**config.mk**
```make
export PLATFORM = sky130hd
export DESIGN_NAME = multi_page_shelf_packer
export DESIGN_NICKNAME = d
export VERILOG_FILES = /design/src/hdl/mpsp_pkg.sv /design/src/hdl/multi_page_shelf_packer.sv /design/src/hdl/mpsp_page_mem.sv /design/src/hdl/mpsp_fit.sv
export SDC_FILE = /design/constraint.sdc
export NUM_CORES = 1
export LEC_CHECK = 0
export ABC_AREA = 1
export BUFFER_PORTS_ARGS = -buffer_cell sky130_fd_sc_hd__buf_2
export CAP_MARGIN = 0
export CORE_ASPECT_RATIO = 1.1
export CORE_MARGIN = 2
export CORE_UTILIZATION = 35
export DETAILED_ROUTE_END_ITERATION = 10
export PLACE_DENSITY = 0.51
export SKIP_CTS_REPAIR_TIMING = 1
export SLEW_MARGIN = 40
export SYNTH_ARGS = -nofsm -noshare
export SYNTH_HDL_FRONTEND = slang
export SYNTH_SLANG_ARGS = --single-unit
```
**constraint.sdc**
```tcl
create_clock -name i_clk -period 10.9 [get_ports i_clk]
set_input_delay 1.635 -clock i_clk [delete_from_list [all_inputs] [get_ports i_clk]]
set_output_delay 1.635 -clock i_clk [all_outputs]
set_load 0.1 [all_outputs]
```
**src/hdl/mpsp_pkg.sv**
```systemverilog
// Shared types, constants and the saturating helper function for the multi-page shelf packer.
`timescale 1ns / 1ps
package mpsp_pkg;

    localparam int MAX_PAGES  = 8;
    localparam int COORD_BITS = 13;
    localparam int PAGE_BITS  = $clog2(MAX_PAGES);
    localparam int OPEN_BITS  = PAGE_BITS + 1;
    localparam int SUM_BITS   = COORD_BITS + 2;
    localparam int POS_BITS   = 12;
    localparam int PNUM_BITS  = 3;
    localparam int LIMIT_BITS = 4;

    localparam logic [COORD_BITS-1:0] PAD       = COORD_BITS'(1);
    localparam logic [COORD_BITS-1:0] MIN_PAGE  = COORD_BITS'(64);
    localparam logic [COORD_BITS-1:0] MAX_PAGE  = COORD_BITS'(4096);
    localparam logic [COORD_BITS-1:0] COORD_MAX = {COORD_BITS{1'b1}};

    localparam logic REG_PAGE_SIZE = 1'b0;
    localparam logic REG_MAX_PAGES = 1'b1;

    typedef enum logic [2:0] {
        ST_IDLE,
        ST_START,
        ST_SCAN,
        ST_FRESH,
        ST_DONE
    } t_state;

    typedef struct packed {
        logic [COORD_BITS-1:0] cursor_x;
        logic [COORD_BITS-1:0] cursor_y;
        logic [COORD_BITS-1:0] row_height;
    } t_shelf;

    typedef struct packed {
        logic                  fit;
        t_shelf                wb;
        logic [POS_BITS-1:0]   pos_x;
        logic [POS_BITS-1:0]   pos_y;
    } t_fit;

    typedef struct packed {
        logic                  placed;
        logic [PNUM_BITS-1:0]  page_number;
        logic [POS_BITS-1:0]   pos_x;
        logic [POS_BITS-1:0]   pos_y;
    } t_result;

    localparam t_shelf SHELF_RESET = '{cursor_x: PAD, cursor_y: PAD, row_height: '0};

    function automatic logic [COORD_BITS-1:0] sat_coord(input logic [SUM_BITS-1:0] v);
        logic [COORD_BITS-1:0] r;
        begin
            if (v > SUM_BITS'(COORD_MAX)) begin
                r = COORD_MAX;
            end else begin
                r = v[COORD_BITS-1:0];
            end
            return r;
        end
    endfunction

endpackage

```
**src/hdl/multi_page_shelf_packer.sv**
```systemverilog
// Top level of the multi-page shelf packer: sequencer, configuration and result register.
//
//   Channel   Direction  Handshake                   Payload
//   in        into block i_in_valid / o_in_stall     i_rect_width, i_rect_height
//   out       from block o_out_valid / i_out_stall   o_placed, o_page_number, o_pos_x, o_pos_y
//   config    into block psel, penable, pwrite       paddr, pwdata, prdata
//
// A request that is not refused visits the open pages in order, one per cycle through the
// shelf memory read port, and opens a fresh page when none fits and the limit allows. The
// input is stalled while a request is in work. Reset is synchronous and leaves page 0 open
// with fresh cursors. A stalled result holds the output register; the next request is
// still taken and waits at its end.
`timescale 1ns / 1ps
module multi_page_shelf_packer
    import mpsp_pkg::*;
(
    input  logic                  i_clk,
    input  logic                  i_rst_n,
    input  logic                  i_in_valid,
    output logic                  o_in_stall,
    input  logic [COORD_BITS-1:0] i_rect_width,
    input  logic [COORD_BITS-1:0] i_rect_height,
    output logic                  o_out_valid,
    input  logic                  i_out_stall,
    output logic                  o_placed,
    output logic [PNUM_BITS-1:0]  o_page_number,
    output logic [POS_BITS-1:0]   o_pos_x,
    output logic [POS_BITS-1:0]   o_pos_y,
    input  logic                  psel,
    input  logic                  penable,
    input  logic                  pwrite,
    input  logic [2:0]            paddr,
    input  logic [31:0]           pwdata,
    output logic [31:0]           prdata,
    output logic                  pready
);

    t_state                 r_state, n_state;
    logic [COORD_BITS-1:0]  r_page_size;
    logic [LIMIT_BITS-1:0]  r_max_pages;
    logic [COORD_BITS-1:0]  r_w, r_h;
    logic [PAGE_BITS-1:0]   r_page, n_page;
    logic [OPEN_BITS-1:0]   r_open_pages, n_open_pages;
    t_result                r_res, n_res;
    t_result                r_out;
    logic                   r_out_valid;

    logic [COORD_BITS-1:0]  ps;
    logic [OPEN_BITS-1:0]   limit;
    logic                   refuse;
    logic                   last_page;
    logic                   can_open;
    logic                   out_free;
    logic                   in_take;

    logic [PAGE_BITS-1:0]   rd_addr;
    t_shelf                 rd_data;
    logic                   wr_en;
    logic [PAGE_BITS-1:0]   wr_addr;
    t_shelf                 wr_data;
    t_fit                   fit;
    t_shelf                 fresh;

    mpsp_page_mem u_mem (
        .i_clk     (i_clk),
        .i_rst_n   (i_rst_n),
        .i_rd_addr (rd_addr),
        .o_rd_data (rd_data),
        .i_wr_en   (wr_en),
        .i_wr_addr (wr_addr),
        .i_wr_data (wr_data)
    );

    mpsp_fit u_fit (
        .i_entry     (rd_data),
        .i_width     (r_w),
        .i_height    (r_h),
        .i_page_size (ps),
        .o_fit       (fit)
    );

    assign pready = 1'b1;

    always_comb begin
        case (paddr[2])
            REG_PAGE_SIZE: prdata = 32'(r_page_size);
            REG_MAX_PAGES: prdata = 32'(r_max_pages);
            default:       prdata = '0;
        endcase
    end

    always_ff @(posedge i_clk) begin
        if (!i_rst_n) begin
            r_page_size <= COORD_BITS'(1024);
            r_max_pages <= LIMIT_BITS'(8);
        end else if (psel && penable && pwrite && pready) begin
            case (paddr[2])
                REG_PAGE_SIZE: r_page_size <= pwdata[COORD_BITS-1:0];
                REG_MAX_PAGES: r_max_pages <= pwdata[LIMIT_BITS-1:0];
                default:       r_page_size <= r_page_size;
            endcase
        end
    end

    always_comb begin
        if (r_page_size < MIN_PAGE) begin
            ps = MIN_PAGE;
        end else if (r_page_size > MAX_PAGE) begin
            ps = MAX_PAGE;
        end else begin
            ps = r_page_size;
        end
        if (r_max_pages == '0) begin
            limit = OPEN_BITS'(1);
        end else if (32'(r_max_pages) > MAX_PAGES) begin
            limit = OPEN_BITS'(MAX_PAGES);
        end else begin
            limit = OPEN_BITS'(r_max_pages);
        end
    end

    assign refuse    = (SUM_BITS'(r_w) + SUM_BITS'(2) > SUM_BITS'(ps))
                    || (SUM_BITS'(r_h) + SUM_BITS'(2) > SUM_BITS'(ps));
    assign last_page = (OPEN_BITS'(r_page) + OPEN_BITS'(1)) >= r_open_pages;
    assign can_open  = (r_open_pages < limit) && (r_open_pages < OPEN_BITS'(MAX_PAGES));
    assign out_free  = !r_out_valid || !i_out_stall;
    assign o_in_stall = (r_state != ST_IDLE);
    assign in_take   = i_in_valid && !o_in_stall;

    always_comb begin
        fresh.cursor_x   = sat_coord(SUM_BITS'(PAD) + SUM_BITS'(r_w) + SUM_BITS'(PAD));
        fresh.cursor_y   = PAD;
        fresh.row_height = r_h;
    end

    always_comb begin
        n_state      = r_state;
        n_page       = r_page;
        n_open_pages = r_open_pages;
        n_res        = r_res;
        rd_addr      = r_page + PAGE_BITS'(1);
        wr_en        = 1'b0;
        wr_addr      = r_page;
        wr_data      = fit.wb;
        case (r_state)
            ST_IDLE: begin
                if (in_take) begin
                    n_state = ST_START;
                end
            end
            ST_START: begin
                rd_addr = '0;
                n_page  = '0;
                n_res   = '0;
                if (refuse) begin
                    n_state = ST_DONE;
                end else begin
                    n_state = ST_SCAN;
                end
            end
            ST_SCAN: begin
                wr_en = 1'b1;
                if (fit.fit) begin
                    n_res.placed      = 1'b1;
                    n_res.page_number = PNUM_BITS'(r_page);
                    n_res.pos_x       = fit.pos_x;
                    n_res.pos_y       = fit.pos_y;
                    n_state           = ST_DONE;
                end else if (last_page) begin
                    n_state = can_open ? ST_FRESH : ST_DONE;
                end else begin
                    n_page = r_page + PAGE_BITS'(1);
                end
            end
            ST_FRESH: begin
                wr_en             = 1'b1;
                wr_addr           = r_open_pages[PAGE_BITS-1:0];
                wr_data           = fresh;
                n_open_pages      = r_open_pages + OPEN_BITS'(1);
                n_res.placed      = 1'b1;
                n_res.page_number = PNUM_BITS'(r_open_pages[PAGE_BITS-1:0]);
                n_res.pos_x       = PAD[POS_BITS-1:0];
                n_res.pos_y       = PAD[POS_BITS-1:0];
                n_state           = ST_DONE;
            end
            ST_DONE: begin
                if (out_free) begin
                    n_state = ST_IDLE;
                end
            end
            default: begin
                n_state = ST_IDLE;
            end
        endcase
    end

    always_ff @(posedge i_clk) begin
        if (!i_rst_n) begin
            r_state      <= ST_IDLE;
            r_open_pages <= OPEN_BITS'(1);
            r_out_valid  <= 1'b0;
        end else begin
            r_state      <= n_state;
            r_open_pages <= n_open_pages;
            if (r_state == ST_DONE && out_free) begin
                r_out_valid <= 1'b1;
            end else if (!i_out_stall) begin
                r_out_valid <= 1'b0;
            end
        end
    end

    always_ff @(posedge i_clk) begin
        r_page <= n_page;
        r_res  <= n_res;
        if (in_take) begin
            r_w <= i_rect_width;
            r_h <= i_rect_height;
        end
        if (r_state == ST_DONE && out_free) begin
            r_out <= r_res;
        end
    end

    assign o_out_valid   = r_out_valid;
    assign o_placed      = r_out.placed;
    assign o_page_number = r_out.page_number;
    assign o_pos_x       = r_out.pos_x;
    assign o_pos_y       = r_out.pos_y;

    a_open_range: assert property (@(posedge i_clk) disable iff (!i_rst_n)
        r_open_pages != '0 && r_open_pages <= OPEN_BITS'(MAX_PAGES))
        else $error("Open page count out of range.");

    a_page_open: assert property (@(posedge i_clk) disable iff (!i_rst_n)
        o_out_valid && o_placed |-> (OPEN_BITS'(o_page_number) < r_open_pages))
        else $error("Result names a page that is not open.");

    a_refused_zero: assert property (@(posedge i_clk) disable iff (!i_rst_n)
        o_out_valid && !o_placed |-> (o_page_number == '0 && o_pos_x == '0 && o_pos_y == '0))
        else $error("Refused result carries a non-zero position.");

    a_one_open: assert property (@(posedge i_clk) disable iff (!i_rst_n)
        r_state != ST_FRESH |=> r_open_pages == $past(r_open_pages))
        else $error("Page count changed outside the page opening step.");

endmodule

```
**src/hdl/mpsp_page_mem.sv**
```systemverilog
// Shelf state memory: one entry per page, registered read, valid bits per entry.
`timescale 1ns / 1ps
module mpsp_page_mem
    import mpsp_pkg::*;
(
    input  logic                 i_clk,
    input  logic                 i_rst_n,
    input  logic [PAGE_BITS-1:0] i_rd_addr,
    output t_shelf               o_rd_data,
    input  logic                 i_wr_en,
    input  logic [PAGE_BITS-1:0] i_wr_addr,
    input  t_shelf               i_wr_data
);

    t_shelf                 r_mem [MAX_PAGES];
    logic [MAX_PAGES-1:0]   r_vld;
    t_shelf                 r_rd_data;
    logic                   r_rd_vld;

    always_ff @(posedge i_clk) begin
        if (i_wr_en) begin
            r_mem[i_wr_addr] <= i_wr_data;
        end
        r_rd_data <= r_mem[i_rd_addr];
    end

    always_ff @(posedge i_clk) begin
        if (!i_rst_n) begin
            r_vld    <= '0;
            r_rd_vld <= 1'b0;
        end else begin
            r_rd_vld <= r_vld[i_rd_addr];
            if (i_wr_en) begin
                r_vld[i_wr_addr] <= 1'b1;
            end
        end
    end

    assign o_rd_data = r_rd_vld ? r_rd_data : SHELF_RESET;

endmodule

```
**src/hdl/mpsp_fit.sv**
```systemverilog
// Page evaluator: row wrap, height check and cursor advance for one page entry.
`timescale 1ns / 1ps
module mpsp_fit
    import mpsp_pkg::*;
(
    input  t_shelf                i_entry,
    input  logic [COORD_BITS-1:0] i_width,
    input  logic [COORD_BITS-1:0] i_height,
    input  logic [COORD_BITS-1:0] i_page_size,
    output t_fit                  o_fit
);

    logic [SUM_BITS-1:0] x_end;
    logic                wrap;
    t_shelf              wrapped;
    logic [SUM_BITS-1:0] y_end;
    logic [SUM_BITS-1:0] x_next;

    always_comb begin
        x_end = SUM_BITS'(i_entry.cursor_x) + SUM_BITS'(i_width) + SUM_BITS'(PAD);
        wrap  = x_end > SUM_BITS'(i_page_size);
        wrapped = i_entry;
        if (wrap) begin
            wrapped.cursor_x   = PAD;
            wrapped.cursor_y   = sat_coord(SUM_BITS'(i_entry.cursor_y)
                                 + SUM_BITS'(i_entry.row_height) + SUM_BITS'(PAD));
            wrapped.row_height = '0;
        end
        y_end  = SUM_BITS'(wrapped.cursor_y) + SUM_BITS'(i_height) + SUM_BITS'(PAD);
        x_next = SUM_BITS'(wrapped.cursor_x) + SUM_BITS'(i_width) + SUM_BITS'(PAD);

        o_fit.fit   = !(y_end > SUM_BITS'(i_page_size));
        o_fit.pos_x = wrapped.cursor_x[POS_BITS-1:0];
        o_fit.pos_y = wrapped.cursor_y[POS_BITS-1:0];
        o_fit.wb    = wrapped;
        if (o_fit.fit) begin
            o_fit.wb.cursor_x = sat_coord(x_next);
            if (i_height > wrapped.row_height) begin
                o_fit.wb.row_height = i_height;
            end
        end
    end

endmodule

```
==> impl_metrics.csv <==
group,metric,value,unit
clock_tree,cts-htree-levels,2,
hold_path,min_path_cells,0,
timing,tns,0,ps
synth,async_reset_ff_share,0,%
finish,fillers,7070,
timing,tightest_slew,855,ps
floorplan,coreArea,71800,sq um
synth,ys_warn_count,0,
timing,slew_headroom,43.0,%
global_route,grt_use_met3,2.17,%
clock_tree,cts_buffers,48,
global_route,grt_remaining_overflow,0,
hold_path,hold_path.class,"register to register",
timing,rsz0062_at_grt,"false",
route,first_pass_iters,7,
power,ir_worst_vdd,0.000139,V
floorplan,start_util,35.3,%
clock_tree,clockBufferDepth,3,
synth,synthFlopType,"edfxtp_1",
synth,synth_area_leader_cell,"edfxtp_1",
power,p_per_area,282,nW/um^2
timing,skew,54.3,ps
synth,synthMostInstantiatedCell,"nand2_1",
synth,synth_edf_count,397,
flow_run,cap_violations,0,
run_status,status,"finished, final reports clean",
worst_setup_path,cp.depth,48,
worst_setup_path,cp_slowest_cell,"o21ai_1",
timing,setup_viol_count_final,0,
clock_tree,root_buffer,"clkbuf_16",
clock_tree,insertion_delay,630,ps
finish,final_util,39.7,%
global_route,grt_pass1_vias,18500,
worst_setup_path,crit_buf_inv,5,
finish,area_growth,12.4,%
clock_tree,cts_sinks,470,
timing,slew_viol_final,0,
global_route,antenna_found_initial,0,
synth,synth_top_area_share,47.0,%
route,wl_per_cell,18.4,microns
route,wl,70600,microns
route,vias,19400,
clock_tree,cts_tree,"yes",
synth,ys_types,54,
global_route,use_met2,29.7,%
route,drt-initial-drc-count,1459,
global_route,grt_busiest_layer,"met2",
worst_setup_path,criticalPathCategory,"register to register",
worst_setup_path,arrival,9790,ps
place,place_congestion,0.904,
finish,final_nets,3063,
power,p_leak,11.9,nW
finish,layout-drive-gt1-share,12.3,%
route,drt-vias-per-instance,5.04,
worst_setup_path,startpoint_type,"register",
timing,hold_ws,418,ps
floorplan,fp.dieH,286,microns
synth,syn_area_per_cell,9.11,sq um
route,ant_nets,0,
worst_setup_path,ff2ff_path_depth,48,
worst_setup_path,crit_family,"simple AND/OR/NAND/NOR gates",
synth,netlist_area,25400,sq um
worst_setup_path,end_kind,"register",
worst_setup_path,cpPeakStageDelay,690,ps
clock_tree,clk_pin_slew,60,ps
worst_setup_path,crit_required,11190,ps
place,dp_hpwl,47400,microns
timing,period_minus_slack,9490,ps
synth,synth_area_leaders,"edfxtp_1 (47%), nand2_1 (9.5%), ha_1 (6.7%)",
synth,yosys-top-cells-count,"nand2_1 (645), edfxtp_1 (397), inv_1 (317), nor2_1 (224), nand3_1 (219)",
timing,timing.final.crit_share,87.1,%
route,remaining_drc_errors,0,
place,buffer_ports.inserted,89,
global_route,grt_max_degree,86,
synth,yosysSeqAreaShare,52.8,%
timing,fmax,0.105,GHz
finish,antennaDiodeCount,0,
floorplan,die_area,74600,sq um
global_route,use_met1,26.9,%
timing,report.final.hold_viol_count,0,
global_route,grt_pass1_wl,108000,microns
global_route,grt_util_all_layers,18.7,%
floorplan,io_pins,131,
floorplan,fp-row-count,103,
synth,ys_ff_latch,470,
worst_setup_path,path_max_fanout,24,
floorplan,fp.dieW,261,microns
worst_setup_path,crit_top_cell,"nand2_1",
synth,syn-instance-count,2782,
-- where the power goes --
part	switching [mW]	internal, mW	total, mW	leakage [nW]
registers	0.112	2.58	2.70	4.25
logic	2.61	1.04	3.65	6.82
clock network	0.724	0.957	1.68	0.785
-- area by class of cell --
type	count	area [sq um]	area share, %
sequential	470	13400	47.0
multi-input combinational	1894	10400	36.5
clock buffer	60	1270	4.44
inverter	328	1230	4.33
tap	945	1180	4.15
timing repair buffer	114	676	2.37
clock inverter	30	360	1.26
-- logic make-up after synthesis --
family / synth area share (%)
simple gates: 22.7
flops: 52.8
buf+inv: 6.98
compound gates: 9.05
fa+ha+maj: 6.95
xor+xnor: 1.48
other cells: 0.0296
-- layer usage --
metal,share of wire (%),wire length (microns),vias up
met4,2.6,1800,0
met2,45,31500,484
met5,0,0,-
met3,4.9,3460,99
met1,48,33800,9218
li1,-,-,9550
-- stage by stage --
stage | cells | worst slack, ps | instance area, sq um | power [mW]
after floorplan | 2800 | 1340 | 25400 | 5.29
after global placement | 3749 | 1450 | 26800 | 6.25
after detailed placement | 3751 | 1220 | 26800 | 6.35
after CTS | 3841 | 1200 | 28500 | 8.05
after global routing | 3841 | 439 | 28500 | 8.61
final | 3841 | 1410 | 28500 | 8.02
-- layout by cell type, fill, tap and decap left out, types with 33 or more instances in the layout --
master     instances
clkbuf_16         48
nor2_1           212
or2_2             81
a21oi_1          146
nand4_1           43
o21ai_0           64
ha_1             136
edfxtp_1         397
a31oi_1           41
inv_1            317
dfxtp_1           72
nand2_1          644
nand3_1          219
buf_2             89
nand2_2           33
o211ai_1          82
-- worst register-to-register path: cells and delay by family (launching register included) --
kind | cells | cell delay [ps]
adders and majority gates | 6 | 1820
AOI/OAI and AO/OA | 6 | 1770
DFF | 1 | 510
and+or+nand+nor | 30 | 4370
buffers and inverters | 5 | 630
xor gates and xnor gates | 1 | 120
-- flip-flops by register name (all words and copies together) (netlist names) --
name / cells
o_out_valid: 1
u_mem.r_rd_data: 39
r_open_pages: 4
r_state: 3
o_page_number: 3
r_page_size: 13
r_max_pages: 4
r_res: 28
u_mem.r_mem: 312
r_page: 3
u_mem.r_rd_vld: 1
u_mem.r_vld: 8
r_h: 13
o_placed: 1
o_pos_y: 12
r_w: 13
o_pos_x: 12
-- worst paths after layout --
check,start,endpoint,slack [ps]
max reg2reg,u_mem.r_rd_vld$_SDFF_PN0_,u_mem.r_mem[1][3]$_DFFE_PP_,1410
max,u_mem.r_rd_vld$_SDFF_PN0_,u_mem.r_mem[1][3]$_DFFE_PP_,1410
min,r_res[24]$_DFFE_PP_,o_page_number[0]$_DFFE_PP_,420
min reg2reg,r_res[24]$_DFFE_PP_,o_page_number[0]$_DFFE_PP_,420
(Power assumes the default switching activity.)
